$ cat src/hw/rtl/mlnpt_pkg.sv
// Shared constants, types and the note-to-period function of the MIDI tone block.
package mlnpt_pkg;

	localparam int STACK_DEPTH = 5;
	localparam int CNT_W = $clog2(STACK_DEPTH + 1);
	localparam int HELD_W = 3;
	localparam int PERIOD_W = 16;
	localparam int NOTE_W = 7;
	localparam int CHAN_W = 4;
	localparam int ADDR_W = 3;
	localparam int DATA_W = 32;
	localparam int OCT_STEP = 12;

	localparam logic [0:0] REG_LISTEN_CHANNEL = 1'b0;

	localparam logic [PERIOD_W-1:0] OCTAVE_TABLE [OCT_STEP] = '{
		16'd61156, 16'd57723, 16'd54484, 16'd51424, 16'd48539, 16'd45817,
		16'd43245, 16'd40816, 16'd38527, 16'd36364, 16'd34322, 16'd32396
	};

	localparam logic [PERIOD_W-1:0] PERIOD_RESET = OCTAVE_TABLE[0];

	// Commands from the controller to the datapath.
	typedef struct packed {
		logic capture;
		logic store_first;
		logic push;
		logic clr_idx;
		logic step;
		logic remove;
		logic rd_top;
		logic load_top;
		logic emit;
	} mlnpt_cmd_t;

	// Status from the datapath to the controller.
	typedef struct packed {
		logic [7:0] rx_byte;
		logic match;
		logic idx_end;
		logic out_free;
	} mlnpt_sts_t;

	// The octave is found by ten independent compares; the remainder then
	// picks the base period, which is halved once per octave.
	function automatic logic [PERIOD_W-1:0] period_of(input logic [NOTE_W-1:0] note);
		logic [3:0] oct;
		logic [NOTE_W-1:0] rem;
		oct = '0;
		for (int k = 1; k <= 10; k++) begin
			if (note >= NOTE_W'(OCT_STEP * k))
				oct = 4'(k);
		end
		rem = note - NOTE_W'(OCT_STEP * oct);
		return OCTAVE_TABLE[rem[3:0]] >> oct;
	endfunction

endpackage

$ cat src/hw/rtl/mlnpt_ctrl.sv
// Controller of the MIDI tone block: byte parser and stack sequencer.
module mlnpt_ctrl (
	input  logic                      clk,
	input  logic                      arst_n,
	input  logic                      in_valid,
	output logic                      in_stall,
	input  logic [mlnpt_pkg::CHAN_W-1:0] listen_channel,
	input  mlnpt_pkg::mlnpt_sts_t     sts,
	output mlnpt_pkg::mlnpt_cmd_t     cmd
);
	import mlnpt_pkg::*;

	localparam logic [2:0] ST_IDLE   = 3'd0;
	localparam logic [2:0] ST_PARSE  = 3'd1;
	localparam logic [2:0] ST_PUSH   = 3'd2;
	localparam logic [2:0] ST_SEARCH = 3'd3;
	localparam logic [2:0] ST_REMOVE = 3'd4;
	localparam logic [2:0] ST_TOP    = 3'd5;
	localparam logic [2:0] ST_EMIT   = 3'd6;

	localparam logic [1:0] KIND_NONE = 2'd0;
	localparam logic [1:0] KIND_ON   = 2'd1;
	localparam logic [1:0] KIND_OFF  = 2'd2;
	localparam logic [1:0] KIND_CC   = 2'd3;

	localparam logic [3:0] HI_OFF = 4'h8;
	localparam logic [3:0] HI_ON  = 4'h9;
	localparam logic [3:0] HI_CC  = 4'hB;

	localparam logic [7:0] RT_SENSE = 8'hFE;
	localparam logic [7:0] RT_RESET = 8'hFF;

	logic [2:0] state_q, state_d;
	logic [1:0] kind_q, kind_d;
	logic       first_seen_q, first_seen_d;
	logic       mine;

	assign in_stall = (state_q != ST_IDLE);
	assign mine = (sts.rx_byte[3:0] == listen_channel);

	always_comb begin
		state_d = state_q;
		kind_d = kind_q;
		first_seen_d = first_seen_q;
		cmd = '0;
		unique case (state_q)
			ST_IDLE: begin
				if (in_valid) begin
					cmd.capture = 1'b1;
					state_d = ST_PARSE;
				end
			end
			ST_PARSE: begin
				state_d = ST_IDLE;
				if (sts.rx_byte == RT_SENSE || sts.rx_byte == RT_RESET) begin
					state_d = ST_IDLE;
				end else if (sts.rx_byte[7]) begin
					first_seen_d = 1'b0;
					unique case (sts.rx_byte[7:4])
						HI_ON:   kind_d = mine ? KIND_ON : KIND_NONE;
						HI_OFF:  kind_d = mine ? KIND_OFF : KIND_NONE;
						HI_CC:   kind_d = mine ? KIND_CC : KIND_NONE;
						default: kind_d = KIND_NONE;
					endcase
				end else if (kind_q == KIND_NONE) begin
					state_d = ST_IDLE;
				end else if (!first_seen_q) begin
					cmd.store_first = 1'b1;
					first_seen_d = 1'b1;
				end else begin
					first_seen_d = 1'b0;
					if (kind_q == KIND_ON && sts.rx_byte != 8'd0) begin
						state_d = ST_PUSH;
					end else if (kind_q == KIND_ON || kind_q == KIND_OFF) begin
						cmd.clr_idx = 1'b1;
						state_d = ST_SEARCH;
					end
				end
			end
			ST_PUSH: begin
				cmd.push = 1'b1;
				state_d = ST_EMIT;
			end
			ST_SEARCH: begin
				if (sts.match) begin
					state_d = ST_REMOVE;
				end else if (sts.idx_end) begin
					state_d = ST_IDLE;
				end else begin
					cmd.step = 1'b1;
				end
			end
			ST_REMOVE: begin
				cmd.remove = 1'b1;
				state_d = ST_TOP;
			end
			ST_TOP: begin
				cmd.rd_top = 1'b1;
				cmd.load_top = 1'b1;
				state_d = ST_EMIT;
			end
			ST_EMIT: begin
				if (sts.out_free) begin
					cmd.emit = 1'b1;
					state_d = ST_IDLE;
				end
			end
			default: state_d = ST_IDLE;
		endcase
	end

	always_ff @(posedge clk or negedge arst_n) begin
		if (!arst_n) begin
			state_q <= ST_IDLE;
			kind_q <= KIND_NONE;
			first_seen_q <= 1'b0;
		end else begin
			state_q <= state_d;
			kind_q <= kind_d;
			first_seen_q <= first_seen_d;
		end
	end

endmodule

$ cat src/hw/rtl/mlnpt_dp.sv
// Datapath of the MIDI tone block: held-note stack, period and output register.
module mlnpt_dp (
	input  logic                          clk,
	input  logic                          arst_n,
	input  logic [7:0]                    midi_byte,
	input  mlnpt_pkg::mlnpt_cmd_t         cmd,
	output mlnpt_pkg::mlnpt_sts_t         sts,
	output logic                          out_valid,
	input  logic                          out_stall,
	output logic                          gate_on,
	output logic [mlnpt_pkg::PERIOD_W-1:0] tone_period,
	output logic [mlnpt_pkg::HELD_W-1:0]  held_count
);
	import mlnpt_pkg::*;

	logic [7:0]          byte_q;
	logic [NOTE_W-1:0]   note_q;
	logic [NOTE_W-1:0]   held_q [STACK_DEPTH];
	logic [CNT_W-1:0]    cnt_q;
	logic [CNT_W-1:0]    idx_q;
	logic [PERIOD_W-1:0] period_q;
	logic                out_valid_q;
	logic                gate_q;
	logic [PERIOD_W-1:0] out_period_q;
	logic [HELD_W-1:0]   out_count_q;
	logic [CNT_W-1:0]    rd_addr;
	logic [NOTE_W-1:0]   rd_data;

	// Single read port: the search index, or the top of the stack.
	assign rd_addr = cmd.rd_top ? (cnt_q - CNT_W'(1)) : idx_q;

	always_comb begin
		rd_data = '0;
		for (int i = 0; i < STACK_DEPTH; i++) begin
			if (rd_addr == CNT_W'(i))
				rd_data = held_q[i];
		end
	end

	assign sts.rx_byte = byte_q;
	assign sts.idx_end = (idx_q >= cnt_q);
	assign sts.match = (idx_q < cnt_q) && (rd_data == note_q);
	assign sts.out_free = !out_valid_q || !out_stall;

	always_ff @(posedge clk) begin
		if (cmd.capture)
			byte_q <= midi_byte;
		if (cmd.store_first)
			note_q <= byte_q[NOTE_W-1:0];
		if (cmd.push) begin
			if (cnt_q == CNT_W'(STACK_DEPTH)) begin
				for (int i = 0; i < STACK_DEPTH - 1; i++)
					held_q[i] <= held_q[i+1];
				held_q[STACK_DEPTH-1] <= note_q;
			end else begin
				for (int i = 0; i < STACK_DEPTH; i++) begin
					if (cnt_q == CNT_W'(i))
						held_q[i] <= note_q;
				end
			end
		end
		if (cmd.remove) begin
			for (int i = 0; i < STACK_DEPTH - 1; i++) begin
				if (CNT_W'(i) >= idx_q && CNT_W'(i + 1) < cnt_q)
					held_q[i] <= held_q[i+1];
			end
		end
		if (cmd.emit) begin
			gate_q <= (cnt_q != '0);
			out_period_q <= period_q;
			out_count_q <= HELD_W'(cnt_q);
		end
	end

	always_ff @(posedge clk or negedge arst_n) begin
		if (!arst_n) begin
			cnt_q <= '0;
			idx_q <= '0;
			period_q <= PERIOD_RESET;
			out_valid_q <= 1'b0;
		end else begin
			if (cmd.push) begin
				if (cnt_q != CNT_W'(STACK_DEPTH))
					cnt_q <= cnt_q + CNT_W'(1);
				period_q <= period_of(note_q);
			end
			if (cmd.remove)
				cnt_q <= cnt_q - CNT_W'(1);
			if (cmd.load_top && cnt_q != '0)
				period_q <= period_of(rd_data);
			if (cmd.clr_idx)
				idx_q <= '0;
			else if (cmd.step)
				idx_q <= idx_q + CNT_W'(1);
			if (cmd.emit)
				out_valid_q <= 1'b1;
			else if (!out_stall)
				out_valid_q <= 1'b0;
		end
	end

	assign out_valid = out_valid_q;
	assign gate_on = gate_q;
	assign tone_period = out_period_q;
	assign held_count = out_count_q;

endmodule

$ cat src/hw/rtl/midi_last_note_priority_tone.sv
// Top level of the MIDI last-note-priority tone selector.
// This block takes MIDI bytes one request at a time and keeps a stack of the
// notes held on one channel, so that the newest held note always sounds. The
// real-time bytes 0xFE and 0xFF are dropped. Note-on, note-off and control
// change on the channel set in listen_channel (register 0, byte address 0)
// become the running status; any other status byte halts parsing until one of
// those arrives. A result request (gate_on, tone_period, held_count) comes out
// only after a push, or after a release that finds its note in the stack. The
// tone period is the octave table value for the note's pitch class, halved once
// per octave. A byte with no result is first accepted and then decoded. A
// release searches the stack one entry per cycle. A finished result waits in an
// output register, so the next byte can be accepted while the result is still
// stalled; only a later result waits for it.
module midi_last_note_priority_tone (
	input  logic                          clk,
	input  logic                          arst_n,
	input  logic                          psel,
	input  logic                          penable,
	input  logic                          pwrite,
	input  logic [mlnpt_pkg::ADDR_W-1:0]  paddr,
	input  logic [mlnpt_pkg::DATA_W-1:0]  pwdata,
	output logic [mlnpt_pkg::DATA_W-1:0]  prdata,
	output logic                          pready,
	input  logic                          in_valid,
	output logic                          in_stall,
	input  logic [7:0]                    midi_byte,
	output logic                          out_valid,
	input  logic                          out_stall,
	output logic                          gate_on,
	output logic [mlnpt_pkg::PERIOD_W-1:0] tone_period,
	output logic [mlnpt_pkg::HELD_W-1:0]  held_count
);
	import mlnpt_pkg::*;

	logic [CHAN_W-1:0] listen_channel_q;
	logic              reg_hit;
	mlnpt_cmd_t        cmd;
	mlnpt_sts_t        sts;

	// The register file holds a single register; bit 2 of the address picks
	// the register index, the low bits are the byte offset.
	assign pready = 1'b1;
	assign reg_hit = (paddr[2:2] == REG_LISTEN_CHANNEL);
	assign prdata = reg_hit ? DATA_W'(listen_channel_q) : '0;

	always_ff @(posedge clk or negedge arst_n) begin
		if (!arst_n) begin
			listen_channel_q <= '0;
		end else if (psel && penable && pwrite && pready && reg_hit) begin
			listen_channel_q <= pwdata[CHAN_W-1:0];
		end
	end

	// The controller owns the running status; the datapath owns the stack.
	mlnpt_ctrl u_ctrl (
		.clk            (clk),
		.arst_n         (arst_n),
		.in_valid       (in_valid),
		.in_stall       (in_stall),
		.listen_channel (listen_channel_q),
		.sts            (sts),
		.cmd            (cmd)
	);

	mlnpt_dp u_dp (
		.clk         (clk),
		.arst_n      (arst_n),
		.midi_byte   (midi_byte),
		.cmd         (cmd),
		.sts         (sts),
		.out_valid   (out_valid),
		.out_stall   (out_stall),
		.gate_on     (gate_on),
		.tone_period (tone_period),
		.held_count  (held_count)
	);

endmodule

$ cat config.mk
export PLATFORM = sky130hd
export DESIGN_NAME = midi_last_note_priority_tone
export DESIGN_NICKNAME = d
export VERILOG_FILES = /design/src/hw/rtl/mlnpt_pkg.sv /design/src/hw/rtl/mlnpt_ctrl.sv /design/src/hw/rtl/mlnpt_dp.sv /design/src/hw/rtl/midi_last_note_priority_tone.sv
export SDC_FILE = /design/constraint.sdc
export NUM_CORES = 1
export LEC_CHECK = 0
export BUFFER_PORTS_ARGS = -buffer_cell sky130_fd_sc_hd__clkbuf_2
export CORE_MARGIN = 2
export CORE_UTILIZATION = 35
export CTS_BUF_LIST = sky130_fd_sc_hd__clkbuf_4 sky130_fd_sc_hd__clkbuf_8
export DETAILED_ROUTE_END_ITERATION = 6
export PLACE_DENSITY = 0.59
export RECOVER_POWER = 25
export SYNTH_ARGS = -nofsm -noshare
export SYNTH_HDL_FRONTEND = slang
export SYNTH_HIERARCHICAL = 1
export SYNTH_SLANG_ARGS = --single-unit
$ cat constraint.sdc
create_clock -name clk -period 11.39 [get_ports clk]
set_clock_uncertainty 0.15 [all_clocks]
set_input_delay 1.7085 -clock clk [delete_from_list [all_inputs] [get_ports clk]]
set_output_delay 1.7085 -clock clk [all_outputs]
set_load 0.05 [all_outputs]
## Word-level counts from Yosys, hierarchy flattened

Memory sizes are Yosys's and may differ from the RTL's.
Index checks and enable logic that the tools add are counted.

| word-level totals | value |
|---|---|
| bits in read-only memories | 512 |
| output and inout port bits | 55 |
| input port bits | 50 |
| memories | 3 |
| RAM bits | 35 |
| flip-flop bits (word level) | 68 |
| logic and storage cells | 256 |

| cells by class | value |
|---|---|
| eq/ne operators | 30 |
| add/subtract/negate cells | 5 |
| bitwise operators | 13 |
| muxes and demuxes | 125 |
| reduce and logical (&&, ||, !) cells | 31 |
| order comparisons | 32 |
| multipliers | 2 |
| shift-type cells | 2 |

Memory list:

| memory | depth | width | rd ports | clocked after memory_dff | wr ports | RTL line | source |
|---|---|---|---|---|---|---|---|
| (name not given) | 16 | 16 | 1 | 0 | 0 | mlnpt_pkg.sv:55 | `return OCTAVE_TABLE[rem[3:0]] >> oct;` |
| (name not given) | 16 | 16 | 1 | 0 | 0 | mlnpt_pkg.sv:55 |  |
| u_dp.held_q | 5 | 7 | 5 | 0 | 5 | mlnpt_dp.sv:18 | `logic [NOTE_W-1:0] held_q [STACK_DEPTH];` |

Operators by type and width:

| cell | count |
|---|---|
| $mux W7 | 14 |
| $mux W16 | 6 |
| $ge A7 B7 Y1 const B | 10 |
| $mux W3 | 22 |
| $mux W1 | 63 |
| $ge A7 B6 Y1 const B | 6 |
| $mux W4 | 9 |
| $shr A16 B4 Y16 | 2 |
| $eq A3 B2 Y1 const B | 6 |
| $eq A3 B3 Y1 const B | 6 |
| $mux W2 | 9 |
| $pmux W3 S6 | 1 |
| $eq A8 B8 Y1 const B | 2 |
| $ge A7 B4 Y1 const B | 2 |
| $ge A7 B5 Y1 const B | 2 |
| $eq A4 B4 Y1 const B | 3 |
| $ge A5 B5 Y1 const B | 2 |
| $logic_and A1 B1 Y1 | 10 |
| $not A4 Y5 | 2 |
| $eq A3 B1 Y1 const B | 3 |
| $logic_not A3 Y1 | 3 |
| $or A1 B1 Y1 | 9 |
| $reduce_and A3 Y1 | 3 |
| $mul A2 B4 Y2 const A | 2 |
| other kinds (27) | 43 |

## Longest topological paths before layout

| logic depth | value |
|---|---|
| word-level depth | 29 |
| mapped depth | 28 |
| gate-level depth less buffers | 20 |

## Modules after synthesis

The synthesis kept the hierarchy.

Modules (own cells, without submodules):

| module | area an instance (µm²) | times used | cells each |
|---|---|---|---|
| mlnpt_dp | 6800.3 | 1 | 720 |
| mlnpt_ctrl | 526.8 | 1 | 60 |
| midi_last_note_priority_tone | 429.2 | 1 | 44 |

## Worst setup path after synthesis

Ideal clock, no wire load.

| timing | value |
|---|---|
| path type | register -> register |
| start | reg u_ctrl.state_q[1] |
| end | reg u_dp.period_q[4] |
| slack | 5.649 ns |
| setup time | 0.136 ns |
| stages on the path, launching flop included | 26 |
| buffers on the path | 6 |
| arrival time | 5.455 ns |
| cell sequence | dfrtp_1 and2b_2 and2_1 buf_4 buf_4 or2b_4 nand2_4 mux2_2 a221oi_2 xnor2_1 a311oi_1 and2_1 buf_6 inv_4 buf_6 ha_1 inv_1 a211oi_1 nor4b_1 buf_2 buf_4 mux2i_1 a22o_1 nor2_1 a2111oi_0 o31ai_1 |

RTL lines:

| element | RTL line | source |
|---|---|---|
| start, declared | mlnpt_ctrl.sv:33 | `logic [2:0] state_q, state_d;` |
| start signal, assigned | mlnpt_ctrl.sv:118 | `state_q <= state_d;` |
| end signal, assigned | mlnpt_dp.sv:85 | `period_q <= period_of(note_q);` |
| end signal, assigned | mlnpt_dp.sv:90 | `period_q <= period_of(rd_data);` |
| end, declared | mlnpt_dp.sv:21 | `logic [PERIOD_W-1:0] period_q;` |

==> results.cfg <==
[cts]
ctsHoldBuffers = 0
clock_latency_ns = 0.38
post_cts_buffers = 0
htree_levels = 3
clk_pin_slew_worst_paths_ns = 0.11
cts_tree = yes
cts_inserted_buffers = 9
cts_buffer_depth = 2
cts-root-buf = clkbuf_8
cts_sinks = 103
ctsResizeCount = 0

[worst_setup_path]
worst-setup-path-type = flip-flop to flip-flop
crit_fanout = 19
reg2regPathDepth = 18
critPathArrivalTime_ns = 7.15
critPathLaunchType = flip-flop
cp.required_ns = 11.50
rr_endpoint = u_dp/period_q[5]
end_kind = flip-flop
regToRegSetupSlack_ns = 4.36
worstReg2RegStart = u_ctrl/state_q[1]

[routing]
post_drt_wl_per_cell_um = 17.50
via_count = 6319
drt_wl_total_um = 19650
ant_nets = 0
drt_iter0_drc = 573
first_pass_iters = 6
route.detailed.drc = 0
viasPerCell = 5.627

[logic_synthesis]
yosysSeqAreaShare_pct = 37.91
yosysWarningCount = 6
yosysTopAreaCell = edfxtp_1
asyncSetResetFlopFracSynth_pct = 32.04
synthTopCellsByArea = edfxtp_1, dfrtp_1, mux2_2, mux2i_1, nand2_1
synth_area_um2 = 7756
synth_cells = 824
synth.avg_cell_area_um2 = 9.413
synth.top_cell.area_share_pct = 27.10
synth_cell_types = 93
synth_edf_count = 70
ys.flop_type = edfxtp_1
ys_ff_latch = 103

[timing]
final_hold_viol_count = 0
period_minus_slack_ns = 7.034
setup_viol = 0
maxSlewViolCount = 0
fin_tns_setup_ns = 0
fin_crit_sh_pct = 61.76
rsz0062_at_grt = no
slew_headroom_pct = 1.067
worst_pin_slew_ns = 1.484
fmax_ghz = 0.1422
whs_ns = 0.3117

[placement]
place.gp.congestion = 0.8972
io_buffers = 45
place.detailed.hpwl_um = 14280

[finish]
final_cell_mix = nand2_1, edfxtp_1, o21ai_0, nor2_1, clkbuf_2
final_nets = 910
antenna_cells = 0
drive_gt1_share_pct = 17.20
fillers = 2234
area_growth_pct = 6.646
layout_commonest_cell = nand2_1

[global_routing]
grt_max_degree = 36
grt_pass1_vias = 5713
grt_usage_pct = 16.70
grt_pass1_wl_um = 31730
gr-total-overflow = 0
antenna_found_initial = 0

[floorplanning]
ioPinCount = 105
design.die.area_um2 = 23370
fp-row-count = 54
core_area_um2 = 21760
die_h_um = 152.9
chipWidth_um = 152.9
start_util_pct = 35.65

[worst_hold_path]
holdPathStages = 0
worstHoldStart = u_dp/period_q[12]
min_path_type = flip-flop to flip-flop
min_to = u_dp/tone_period[12]

[status]
status = completed

[job]
cap_violations = 0
final cells by class:
| class | instances | area (um2) | share of cell area (%) |
|---|---|---|---|
| multi-input cells | 637 | 4348 | 52.56 |
| flip-flops and latches | 103 | 2940 | 35.55 |
| well taps | 280 | 350.3 | 4.235 |
| repair buffers | 55 | 296.5 | 3.585 |
| clock buffers | 9 | 123.9 | 1.498 |
| inverters | 32 | 122.6 | 1.482 |
| clock inverters | 7 | 90.09 | 1.089 |
worst max-delay path: stages, from the launching register on:
cell,delay (ns)
dfrtp_1,0.48
and2b_1,0.29
and2_1,0.43
nand2b_2,0.20
nand2_4,0.19
mux2_2,0.38
a221oi_2,0.66
xnor2_1,0.20
a311oi_1,0.36
and2_1,0.69
inv_4,0.22
ha_1,0.77
clkinv_1,0.46
mux2i_1,0.30
mux2i_1,0.12
mux2i_1,0.31
mux2_2,0.24
o22ai_1,0.07
a211oi_1,0.34
flip-flops by register name, indices dropped and copies added, names as in the netlist:
register and count:
listen_channel_q 4, u_dp/out_valid 1, u_dp/note_q 7, u_dp/period_q 16, u_dp/idx_q 3, u_dp/byte_q 8, u_dp/held_count 3, u_ctrl/kind_q 2
u_ctrl/first_seen_q 1, u_dp/tone_period 16, u_dp/gate_on 1, u_dp/held_q 35, u_dp/cnt_q 3, u_ctrl/state_q 3
how the worst max path moves through the flow:
| stage | start | to | slack [ns] | depth (start not counted) |
|---|---|---|---|---|
| floorplan | u_ctrl/state_q[1] | u_dp/period_q[4] | 5.65 | 25 |
| CTS | u_ctrl/state_q[1] | u_dp/period_q[4] | 4.35 | 19 |
| detailed placement | u_ctrl/state_q[1] | u_dp/period_q[4] | 4.39 | 19 |
| global placement | u_ctrl/state_q[1] | u_dp/period_q[4] | 4.41 | 19 |
| global route | u_ctrl/state_q[1] | u_dp/period_q[5] | 3.80 | 18 |
| finish | u_ctrl/state_q[1] | u_dp/period_q[5] | 4.36 | 18 |
per-layer routing:
metal  share of wire (%)  vias up  GRT usage [%]
met1                  49     3032          24.99
met3                 5.5       21          2.637
met2                  44      226          25.41
met5                   0        -              0
met4                 1.5        0          3.748
li1                    -     3040              -
cells in the mapped netlist (all sizes together) (4+ instances only):
cell type / n
a21o: 5
nor2: 55
clkbuf: 37
a31oi: 10
and2: 9
o2111ai: 6
mux2: 37
nand3: 28
a221oi: 8
nand2b: 10
nor3b: 7
nor4b: 4
o211ai: 13
nand2: 91
ha: 22
a221o: 4
dfrtp: 23
edfxtp: 70
dfstp: 10
o22ai: 14
xnor2: 21
o31ai: 6
nor2b: 9
a31o: 4
buf: 42
and2b: 5
mux2i: 39
o221ai: 4
a21oi: 40
inv: 29
o21ai: 58
a211oi: 11
xor2: 6
a22oi: 7
nand4: 4
nor3: 11
nor4: 6
stage by stage:
| step | std cells | setup slack [ns] | instance area, um2 | utilization, % |
|---|---|---|---|---|
| floorplan | 851 | 5.649 | 7858 | - |
| global placement | 1107 | 4.408 | 8080 | 37.14 |
| detailed placement | 1107 | 4.392 | 8080 | 37.14 |
| CTS | 1123 | 4.353 | 8294 | 38.12 |
| global route | 1123 | 3.799 | 8272 | 38.02 |
| finish | 1123 | 4.356 | 8272 | 38.02 |
cells by family after synthesis:
kind of cell | Yosys count | synth area share [%]
buffers and inverters | 111 | 7.388
xor gates and xnor gates | 27 | 3.049
and+or+nand+nor | 254 | 16.91
adders and majority gates | 23 | 3.678
DFF | 103 | 37.91
muxes | 77 | 10.74
AOI/OAI and AO/OA | 227 | 20.23
other | 2 | 0.09683
Power is not shown: default switching activity piles up to over one toggle a cycle in this logic, so the estimate is an artifact.
